==> config.mk <==
export PLATFORM = sky130hd
export DESIGN_NAME = round_robin_run_queue_pid_alloc_flat
export DESIGN_NICKNAME = d
export VERILOG_FILES = /design/src/rtl/rrq_pkg.sv /design/src/rtl/rrq_req_if.sv /design/src/rtl/rrq_rsp_if.sv /design/src/rtl/round_robin_run_queue_pid_alloc.sv /design/src/rtl/rrq_ctrl.sv /design/src/rtl/rrq_dpath.sv /design/src/flat_wrapper.sv
export SDC_FILE = /design/constraint.sdc
export NUM_CORES = 2
export LEC_CHECK = 0
export BUFFER_PORTS_ARGS = -buffer_cell sky130_fd_sc_hd__buf_2
export CORE_ASPECT_RATIO = 1.75
export CORE_MARGIN = 1.5
export CORE_UTILIZATION = 50
export CTS_BUF_LIST = sky130_fd_sc_hd__clkbuf_8
export CTS_CLUSTER_DIAMETER = 40
export DETAILED_ROUTE_END_ITERATION = 8
export HOLD_SLACK_MARGIN = 0.05
export PLACE_DENSITY = 0.66
export SYNTH_ARGS = -nofsm -noshare
export SYNTH_HDL_FRONTEND = slang
export SYNTH_SLANG_ARGS = --single-unit
==> constraint.sdc <==
create_clock -name clk -period 16.1 [get_ports clk]
set_input_delay 4.83 -clock clk [delete_from_list [all_inputs] [get_ports clk]]
set_output_delay 4.83 -clock clk [all_outputs]
set_load 0.05 [all_outputs]
==> src/rtl/rrq_pkg.sv <==
// ----------------------------------------------------------------------------
// rrq_pkg
// Sizes, codes and controller/datapath command and status types.
// ----------------------------------------------------------------------------
package rrq_pkg;

	localparam int NUM_IDS = 256;
	localparam int ID_W    = $clog2(NUM_IDS);
	localparam int CNT_W   = ID_W + 1;

	typedef enum logic [1:0] {
		MODE_TICK  = 2'd0,
		MODE_SPAWN = 2'd1,
		MODE_KILL  = 2'd2,
		MODE_HOLD  = 2'd3
	} mode_t;

	typedef enum logic [1:0] {
		ST_OK           = 2'd0,
		ST_NO_FREE      = 2'd1,
		ST_NOT_IN_QUEUE = 2'd2
	} status_t;

	typedef struct packed {
		logic tick;
		logic tick_fin;
		logic hold;
		logic spawn_init;
		logic spawn_step;
		logic kill_init;
		logic kill_step;
		logic kill_last;
		logic kill_commit;
		logic emit;
	} cmd_t;

	typedef struct packed {
		logic len_zero;
		logic full;
		logic spawn_hit;
		logic spawn_wrap;
		logic kill_hit;
		logic kill_miss;
		logic rsp_free;
	} stat_t;

endpackage

==> src/rtl/rrq_req_if.sv <==
// ----------------------------------------------------------------------------
// rrq_req_if
// Request channel: operation mode and target id.
// ----------------------------------------------------------------------------
interface rrq_req_if;
	logic       valid;
	logic       ready;
	logic [1:0] mode;
	logic [7:0] target_id;

	modport source (output valid, output mode, output target_id, input ready);
	modport sink (input valid, input mode, input target_id, output ready);
endinterface

==> src/rtl/rrq_rsp_if.sv <==
// ----------------------------------------------------------------------------
// rrq_rsp_if
// Response channel: id, status and run queue length.
// ----------------------------------------------------------------------------
interface rrq_rsp_if;
	logic       valid;
	logic       ready;
	logic [7:0] id_out;
	logic [1:0] status;
	logic [8:0] queue_count;

	modport source (output valid, output id_out, output status, output queue_count,
		input ready);
	modport sink (input valid, input id_out, input status, input queue_count,
		output ready);
endinterface

==> src/rtl/round_robin_run_queue_pid_alloc.sv <==
// ----------------------------------------------------------------------------
// round_robin_run_queue_pid_alloc
// Round-robin run queue with process id allocation.
// ----------------------------------------------------------------------------
// One request beat is taken at a time and answered by one response beat. A
// tick reads the next entry through the registered read port, then moves to
// the response register (straight there when the queue is empty). A spawn
// walks the presence map one id per cycle from the running id upward, and
// goes straight to the response register when the queue is full. A kill
// reads the run queue memory one entry per cycle through its registered read
// port, then reads the last entry and moves it into the freed slot. The
// response register frees the request side as soon as a result is loaded;
// ready stays low while an operation is in flight or a finished result waits
// for the register.
module round_robin_run_queue_pid_alloc (
	input logic        clk,
	input logic        arst_n,
	rrq_req_if.sink    req,
	rrq_rsp_if.source  rsp
);

	rrq_pkg::cmd_t  cmd;
	rrq_pkg::stat_t stat;

	rrq_ctrl u_ctrl (
		.clk       (clk),
		.arst_n    (arst_n),
		.req_valid (req.valid),
		.req_mode  (req.mode),
		.req_ready (req.ready),
		.stat      (stat),
		.cmd       (cmd)
	);

	rrq_dpath u_dpath (
		.clk        (clk),
		.arst_n     (arst_n),
		.cmd        (cmd),
		.stat       (stat),
		.req_target (req.target_id),
		.rsp        (rsp)
	);

endmodule

==> src/rtl/rrq_ctrl.sv <==
// ----------------------------------------------------------------------------
// rrq_ctrl
// Operation sequencer: steps the datapath through tick, spawn, kill and hold.
// ----------------------------------------------------------------------------
module rrq_ctrl (
	input  logic          clk,
	input  logic          arst_n,
	input  logic          req_valid,
	input  logic [1:0]    req_mode,
	output logic          req_ready,
	input  rrq_pkg::stat_t stat,
	output rrq_pkg::cmd_t  cmd
);

	typedef enum logic [2:0] {
		S_IDLE,
		S_TICK_RD,
		S_SPAWN_SCAN,
		S_KILL_SCAN,
		S_KILL_LAST,
		S_KILL_MOVE,
		S_EMIT
	} state_t;

	state_t state_q;
	state_t state_d;

	assign req_ready = (state_q == S_IDLE);

	always_comb begin
		cmd     = '0;
		state_d = state_q;
		unique case (state_q)
			S_IDLE: begin
				if (req_valid) begin
					unique case (rrq_pkg::mode_t'(req_mode))
						rrq_pkg::MODE_TICK: begin
							cmd.tick = 1'b1;
							state_d  = stat.len_zero ? S_EMIT : S_TICK_RD;
						end
						rrq_pkg::MODE_SPAWN: begin
							cmd.spawn_init = 1'b1;
							state_d        = stat.full ? S_EMIT : S_SPAWN_SCAN;
						end
						rrq_pkg::MODE_KILL: begin
							cmd.kill_init = 1'b1;
							state_d       = stat.len_zero ? S_EMIT : S_KILL_SCAN;
						end
						rrq_pkg::MODE_HOLD: begin
							cmd.hold = 1'b1;
							state_d  = S_EMIT;
						end
					endcase
				end
			end
			S_TICK_RD: begin
				cmd.tick_fin = 1'b1;
				state_d      = S_EMIT;
			end
			S_SPAWN_SCAN: begin
				cmd.spawn_step = 1'b1;
				if (stat.spawn_hit || stat.spawn_wrap) begin
					state_d = S_EMIT;
				end
			end
			S_KILL_SCAN: begin
				cmd.kill_step = 1'b1;
				if (stat.kill_hit) begin
					state_d = S_KILL_LAST;
				end else if (stat.kill_miss) begin
					state_d = S_EMIT;
				end
			end
			S_KILL_LAST: begin
				cmd.kill_last = 1'b1;
				state_d       = S_KILL_MOVE;
			end
			S_KILL_MOVE: begin
				cmd.kill_commit = 1'b1;
				state_d         = S_EMIT;
			end
			S_EMIT: begin
				if (stat.rsp_free) begin
					cmd.emit = 1'b1;
					state_d  = S_IDLE;
				end
			end
			default: begin
				state_d = S_IDLE;
			end
		endcase
	end

	always_ff @(posedge clk or negedge arst_n) begin
		if (!arst_n) begin
			state_q <= S_IDLE;
		end else begin
			state_q <= state_d;
		end
	end

endmodule

==> src/rtl/rrq_dpath.sv <==
// ----------------------------------------------------------------------------
// rrq_dpath
// Presence map, run queue memory, queue pointers and the response register.
// ----------------------------------------------------------------------------
module rrq_dpath (
	input  logic                     clk,
	input  logic                     arst_n,
	input  rrq_pkg::cmd_t            cmd,
	output rrq_pkg::stat_t           stat,
	input  logic [rrq_pkg::ID_W-1:0] req_target,
	rrq_rsp_if.source                rsp
);

	logic [rrq_pkg::ID_W-1:0]    rq_mem [rrq_pkg::NUM_IDS];
	logic [rrq_pkg::NUM_IDS-1:0] present_q;
	logic [rrq_pkg::CNT_W-1:0]   len_q;
	logic [rrq_pkg::CNT_W-1:0]   rd_idx_q;
	logic [rrq_pkg::ID_W-1:0]    pos_q;
	logic [rrq_pkg::ID_W-1:0]    run_q;
	logic [rrq_pkg::ID_W-1:0]    scan_q;
	logic [rrq_pkg::ID_W-1:0]    cmp_idx_q;
	logic                        cmp_v_q;
	logic [rrq_pkg::ID_W-1:0]    found_q;
	logic [rrq_pkg::ID_W-1:0]    target_q;
	logic [rrq_pkg::ID_W-1:0]    rdata_q;
	logic [rrq_pkg::ID_W-1:0]    res_id_q;
	rrq_pkg::status_t            res_status_q;
	logic                        rsp_valid_q;
	logic [rrq_pkg::ID_W-1:0]    rsp_id_q;
	rrq_pkg::status_t            rsp_status_q;
	logic [rrq_pkg::CNT_W-1:0]   rsp_count_q;

	logic [rrq_pkg::CNT_W-1:0]   tick_next_wide;
	logic [rrq_pkg::ID_W-1:0]    tick_next;
	logic [rrq_pkg::CNT_W-1:0]   last_wide;
	logic [rrq_pkg::ID_W-1:0]    scan_next;
	logic [rrq_pkg::ID_W-1:0]    rd_addr;
	logic                        wr_en;
	logic [rrq_pkg::ID_W-1:0]    wr_addr;
	logic [rrq_pkg::ID_W-1:0]    wr_data;
	logic                        rd_in_range;

	assign tick_next_wide = {1'b0, pos_q} + rrq_pkg::CNT_W'(1);
	assign tick_next      = (tick_next_wide >= len_q) ? '0 : tick_next_wide[rrq_pkg::ID_W-1:0];
	assign last_wide      = len_q - rrq_pkg::CNT_W'(1);
	assign scan_next      = (scan_q == rrq_pkg::ID_W'(rrq_pkg::NUM_IDS - 1)) ? '0 :
		scan_q + rrq_pkg::ID_W'(1);
	assign rd_in_range    = (rd_idx_q < len_q);

	assign stat.len_zero   = (len_q == '0);
	assign stat.full       = (len_q >= rrq_pkg::CNT_W'(rrq_pkg::NUM_IDS));
	assign stat.spawn_hit  = !present_q[scan_q];
	assign stat.spawn_wrap = present_q[scan_q] && (scan_next == run_q);
	assign stat.kill_hit   = cmp_v_q && (rdata_q == target_q);
	assign stat.kill_miss  = cmp_v_q && (rdata_q != target_q) &&
		({1'b0, cmp_idx_q} == last_wide);
	assign stat.rsp_free   = !rsp_valid_q || rsp.ready;

	always_comb begin
		priority if (cmd.tick) begin
			rd_addr = tick_next;
		end else if (cmd.kill_last) begin
			rd_addr = last_wide[rrq_pkg::ID_W-1:0];
		end else begin
			rd_addr = rd_idx_q[rrq_pkg::ID_W-1:0];
		end
	end

	assign wr_en   = (cmd.spawn_step && stat.spawn_hit) || cmd.kill_commit;
	assign wr_addr = cmd.kill_commit ? found_q : len_q[rrq_pkg::ID_W-1:0];
	assign wr_data = cmd.kill_commit ? rdata_q : scan_q;

	always_ff @(posedge clk) begin
		if (wr_en) begin
			rq_mem[wr_addr] <= wr_data;
		end
		rdata_q <= rq_mem[rd_addr];
	end

	always_ff @(posedge clk or negedge arst_n) begin
		if (!arst_n) begin
			present_q   <= '0;
			len_q       <= '0;
			pos_q       <= '0;
			run_q       <= '0;
			rd_idx_q    <= '0;
			cmp_v_q     <= 1'b0;
			rsp_valid_q <= 1'b0;
		end else begin
			if (cmd.tick) begin
				pos_q <= tick_next;
				if (stat.len_zero) begin
					run_q <= '0;
				end
			end
			if (cmd.tick_fin) begin
				run_q <= rdata_q;
			end
			if (cmd.spawn_step && stat.spawn_hit) begin
				present_q[scan_q] <= 1'b1;
				len_q             <= len_q + rrq_pkg::CNT_W'(1);
			end
			if (cmd.kill_init) begin
				present_q[req_target] <= 1'b0;
				rd_idx_q              <= '0;
				cmp_v_q               <= 1'b0;
			end
			if (cmd.kill_step) begin
				cmp_v_q  <= rd_in_range;
				rd_idx_q <= rd_idx_q + rrq_pkg::CNT_W'(rd_in_range);
			end
			if (cmd.kill_commit) begin
				len_q <= last_wide;
			end
			if (cmd.emit) begin
				rsp_valid_q <= 1'b1;
			end else if (rsp.ready) begin
				rsp_valid_q <= 1'b0;
			end
		end
	end

	always_ff @(posedge clk) begin
		if (cmd.tick && stat.len_zero) begin
			res_id_q     <= '0;
			res_status_q <= rrq_pkg::ST_OK;
		end
		if (cmd.tick_fin) begin
			res_id_q     <= rdata_q;
			res_status_q <= rrq_pkg::ST_OK;
		end
		if (cmd.hold) begin
			res_id_q     <= run_q;
			res_status_q <= rrq_pkg::ST_OK;
		end
		if (cmd.spawn_init) begin
			scan_q <= run_q;
			if (stat.full) begin
				res_id_q     <= '0;
				res_status_q <= rrq_pkg::ST_NO_FREE;
			end
		end
		if (cmd.spawn_step) begin
			if (stat.spawn_hit) begin
				res_id_q     <= scan_q;
				res_status_q <= rrq_pkg::ST_OK;
			end else if (stat.spawn_wrap) begin
				res_id_q     <= '0;
				res_status_q <= rrq_pkg::ST_NO_FREE;
			end else begin
				scan_q <= scan_next;
			end
		end
		if (cmd.kill_init) begin
			target_q <= req_target;
			if (stat.len_zero) begin
				res_id_q     <= req_target;
				res_status_q <= rrq_pkg::ST_NOT_IN_QUEUE;
			end
		end
		if (cmd.kill_step) begin
			cmp_idx_q <= rd_idx_q[rrq_pkg::ID_W-1:0];
			if (stat.kill_hit) begin
				found_q <= cmp_idx_q;
			end else if (stat.kill_miss) begin
				res_id_q     <= target_q;
				res_status_q <= rrq_pkg::ST_NOT_IN_QUEUE;
			end
		end
		if (cmd.kill_commit) begin
			res_id_q     <= target_q;
			res_status_q <= rrq_pkg::ST_OK;
		end
		if (cmd.emit) begin
			rsp_id_q     <= res_id_q;
			rsp_status_q <= res_status_q;
			rsp_count_q  <= len_q;
		end
	end

	assign rsp.valid       = rsp_valid_q;
	assign rsp.id_out      = rsp_id_q;
	assign rsp.status      = rsp_status_q;
	assign rsp.queue_count = rsp_count_q;

endmodule

==> src/flat_wrapper.sv <==
// flat-port wrapper written by rule: the top's interface ports become plain ports
module round_robin_run_queue_pid_alloc_flat 
  (clk, arst_n, req_valid, req_mode, req_target_id, req_ready, rsp_valid, rsp_id_out, rsp_status, rsp_queue_count, rsp_ready);
  rrq_req_if req_i ();
  rrq_rsp_if rsp_i ();
  input logic clk;
  input logic arst_n;
  input wire logic [$bits(req_i.valid)-1:0] req_valid;
  input wire logic [$bits(req_i.mode)-1:0] req_mode;
  input wire logic [$bits(req_i.target_id)-1:0] req_target_id;
  output wire logic [$bits(req_i.ready)-1:0] req_ready;
  output wire logic [$bits(rsp_i.valid)-1:0] rsp_valid;
  output wire logic [$bits(rsp_i.id_out)-1:0] rsp_id_out;
  output wire logic [$bits(rsp_i.status)-1:0] rsp_status;
  output wire logic [$bits(rsp_i.queue_count)-1:0] rsp_queue_count;
  input wire logic [$bits(rsp_i.ready)-1:0] rsp_ready;
  assign req_i.valid = req_valid;
  assign req_i.mode = req_mode;
  assign req_i.target_id = req_target_id;
  assign req_ready = req_i.ready;
  assign rsp_valid = rsp_i.valid;
  assign rsp_id_out = rsp_i.id_out;
  assign rsp_status = rsp_i.status;
  assign rsp_queue_count = rsp_i.queue_count;
  assign rsp_i.ready = rsp_ready;
  round_robin_run_queue_pid_alloc u_core (.clk(clk), .arst_n(arst_n), .req(req_i), .rsp(rsp_i));
endmodule
==> out/results.txt <==
Status = completed
Combinational share of power = 43.8%
Clock sinks = 2412
CP max-delay cell = a31oi_4
CP endpoint kind = register
Kind of cell adding the most delay to the critical path = compound AO/OA/AOI/OAI gates
Residual DRC count = 0
Area added between synthesis and finish = 8.75%
Total Routing Usage GR = 29.1%
Routed wire length = 296000 um
Row count = 215
Post-DRT Antenna Nets = 0
Slew HR = 2.46%
Placer Congestion = 0.959
Setup total negative slack = 0 ps
Fmax = 0.107 GHz
Met2 wire len = 151000 um
Critical path's largest stage delay = 830 ps
VDD IR max = 295 uV
Synth Net Count = 7727
Latest clock arrival within the worst-skew pair = 970 ps
Largest net degree at the start of global routing = 201
I/O Pins = 35
Startpoint Class = input port
TritonCTS clock tree = built
Post-synthesis cell count = 7686
P_sw = 10.0 mW
Nets = 7667
Synthesis-stage register bit count = 2412
CTS Buf Count = 337
Worst Path Max Fanout = 115
Internal Pwr Total = 12.5 mW
Die Span X = 339 um
H-tree Lvls = 5
Die area = 200000 um^2
Vias = 65700
Reg power frac = 36.7%
Total chip power = 22.5 mW
Worst Max-Slew Pin Slew = 1450 ps
Sw frac = 44.6%
TritonRoute pass-1 iters = 8
Hold WC Path Type = reg -> reg
Fraction of layout cells with a size suffix above 1 = 9.30%
Hold slack final = 439 ps
RSZ-0062 raised after global routing = false
Setup violators final = 0
Clk network pwr share = 19.5%
Core region area = 196000 um^2
Final max-slew violation count = 0
Sequential share of the synthesized area = 71.7%
Starting Density = 50.3%
Resize count post-CTS = 0
Average wire per standard cell = 28.2 um
DR iter-0 viols = 7011
CP bufs+invs = 4
# Post-CTS Setup Buffers = 0
Fin crit share = 57.9%
Total global routing overflow = 0
Critical path class = in -> reg
PD cells = 210 nW/um^2
Warnings from Yosys = 0
Dpl cells = 9891
Pleak = 35.3 nW
Main synth FF type = edfxtp_1
Number of flops mapped to enable cells by yosys = 2091
Met3 routed WL = 22000 um
Met1 WL = 97100 um
Die H = 590 um
Synth async-reset ratio = 12.2%
Yosys cell types = 74
First-pass GRT wire length = 431000 um
Max-Cap Viols = 0
Crit path cell chain = buf_2 -> or4b_1 -> nor3_2 -> buf_4 -> a211oi_1 -> a31oi_4 -> buf_12 -> buf_4 -> a221oi_1 -> a21oi_1 -> o211ai_1 -> nor4_1 -> nor4_1
Clock transition at path regs = 60 ps
Layout Cells excl Fill = 10500
Avg Inst Size Synth = 12.8 um^2
Clock Path Buffers = 4
DP Wirelength = 182000 um
Tmin final = 9320 ps
CTS Hold Bufs = 0
IO Port Bufs = 34
WP data arrival = 10080 ps
Root Buffer = clkbuf_8
Via/cell ratio = 6.27
Setup Skew = 59.0 ps
Worst path required time = 16860 ps
Layout Utilization = 54.7%
Highest routed layer = met5
Mapped Area = 98600 um^2
Fin. Hold Viols = 0
Initial antenna violation count = 7
Vias in the first global route = 65000
-- worst paths after layout --
| check | start | slack, ps | cells after the start | to |
|---|---|---|---|---|
| worst max-delay path | req_valid | 6780 | 13 | u_core.u_dpath.rdata_q[4] |
| worst min-delay path | u_core.u_dpath.res_status_q[1] | 440 | 0 | u_core.u_dpath.rsp.status[1] |
| worst max register to register | u_core.u_dpath.scan_q[1] | 8930 | 12 | u_core.u_dpath.rq_mem[39][3] |
| worst min register to register | u_core.u_dpath.res_status_q[1] | 440 | 0 | u_core.u_dpath.rsp.status[1] |
| max in group asynchronous | arst_n | 9810 | 3 | u_core.u_dpath.present_q[31] |
| min in group asynchronous | arst_n | 3850 | 1 | u_core.u_dpath.len_q[3] |
-- metal layers --
layer,vias to the layer above,global-route usage (%)
li1,28500,-
met1,32700,31.7
met2,3507,50.8
met3,995,4.66
met4,6,22.2
met5,-,0
-- cells by family after synthesis --
| family | synth area share [%] |
|---|---|
| XOR/XNOR | 0.427 |
| AND/OR/NAND/NOR | 11.7 |
| buffers and inverters | 2.51 |
| flip-flops | 71.7 |
| AO/OA/AOI/OAI | 9.96 |
| adder cells (fa/ha/maj) | 0.343 |
| multiplexers | 3.34 |
-- flip-flops by register name, summed over array words and instances, names as in the netlist, 3 cells and up --
signal / count
u_core.u_dpath.res_id_q: 8
u_core.u_dpath.rdata_q: 8
u_core.u_dpath.pos_q: 8
u_core.u_dpath.rd_idx_q: 9
u_core.u_dpath.scan_q: 8
u_core.u_dpath.rq_mem: 2048
u_core.u_dpath.found_q: 8
u_core.u_dpath.run_q: 8
u_core.u_dpath.len_q: 9
u_core.u_dpath.present_q: 256
u_core.u_dpath.cmp_idx_q: 8
u_core.u_dpath.rsp.id_out: 8
u_core.u_ctrl.state_q: 3
u_core.u_dpath.target_q: 8
u_core.u_dpath.rsp.queue_count: 9
-- cell usage in the layout (no fill, tap or decap), types with 17 or more instances in the layout --
cell type	netlist	final
mux2i_1	158	158
nor2_1	448	444
a22oi_1	135	135
mux4_2	75	75
clkinv_2	0	43
buf_2	98	33
buf_4	21	115
xnor2_1	38	38
dfrtp_1	295	295
dfxtp_1	26	23
clkbuf_8	0	353
nor3_1	34	29
o21ai_0	29	27
a21oi_1	1078	1076
ha_1	27	27
a31oi_1	161	159
nand2_1	1535	1529
nor4_1	46	32
edfxtp_1	2091	2091
inv_1	18	123
nand4_1	142	142
nor2b_1	17	17
a221oi_1	128	128
clkinv_1	3	68
nand3_1	410	410
o211ai_1	36	36
and3_1	19	19
-- per-stage QoR --
stage               cell area, um^2  worst slack (ps)
global placement             101000              5910
CTS                          107000              7020
floorplan                     98600              2470
global route                 107000              6610
detailed placement           101000              6030
finish                       107000              6780
-- cell type report --
class | count | area, um^2
multi-input combinational | 4689 | 25800
antenna | 7 | 17.5
inverter | 21 | 78.8
clock inverter | 234 | 1090
timing repair buffer | 165 | 1360
sequential | 2412 | 70700
clock buffer | 353 | 4860
tap | 2604 | 3260
fill | 16200 | 88600
-- cell usage after synthesis, drive strengths merged (4+ instances only) --
| library cell | number | area, um^2 |
|---|---|---|
| nor3b | 7 | 57.6 |
| a221oi | 128 | 1120 |
| a211oi | 15 | 113 |
| nand2 | 1535 | 5760 |
| xor2 | 10 | 87.6 |
| nor3 | 35 | 180 |
| nor2 | 449 | 1690 |
| nand4 | 142 | 888 |
| nand2b | 15 | 93.8 |
| a21o | 13 | 97.6 |
| a32oi | 16 | 166 |
| ha | 27 | 338 |
| inv | 18 | 67.6 |
| o21ai | 31 | 155 |
| edfxtp | 2091 | 62800 |
| o31ai | 9 | 67.6 |
| or3 | 5 | 31.3 |
| xnor2 | 38 | 333 |
| o22ai | 4 | 25.0 |
| and3 | 19 | 119 |
| nor2b | 17 | 106 |
| dfxtp | 26 | 521 |
| mux4 | 75 | 1690 |
| o211ai | 36 | 270 |
| nand3 | 413 | 2080 |
| nor4 | 47 | 300 |
| buf | 214 | 1080 |
| a21oi | 1079 | 5400 |
| mux2i | 158 | 1580 |
| clkbuf | 350 | 1320 |
| dfrtp | 295 | 7380 |
| a311oi | 4 | 35.0 |
| a22oi | 135 | 1010 |
| a31oi | 162 | 1030 |
| a22o | 17 | 149 |
| and2 | 10 | 66.3 |
-- power groups by stage --
| stage | logic [mW] | clock network, mW | registers [mW] |
|---|---|---|---|
| 2_1_floorplan | 5.84 | 0 | 8.70 |
| 3_3_place_gp | 9.54 | 0 | 8.35 |
| 3_5_place_dp | 9.67 | 0 | 8.36 |
| 4_1_cts | 9.69 | 4.42 | 8.23 |
| 5_1_grt | 10.4 | 4.66 | 8.25 |
| 6_report | 9.84 | 4.38 | 8.24 |
No activity file was read; power rests on OpenSTA's default activity.
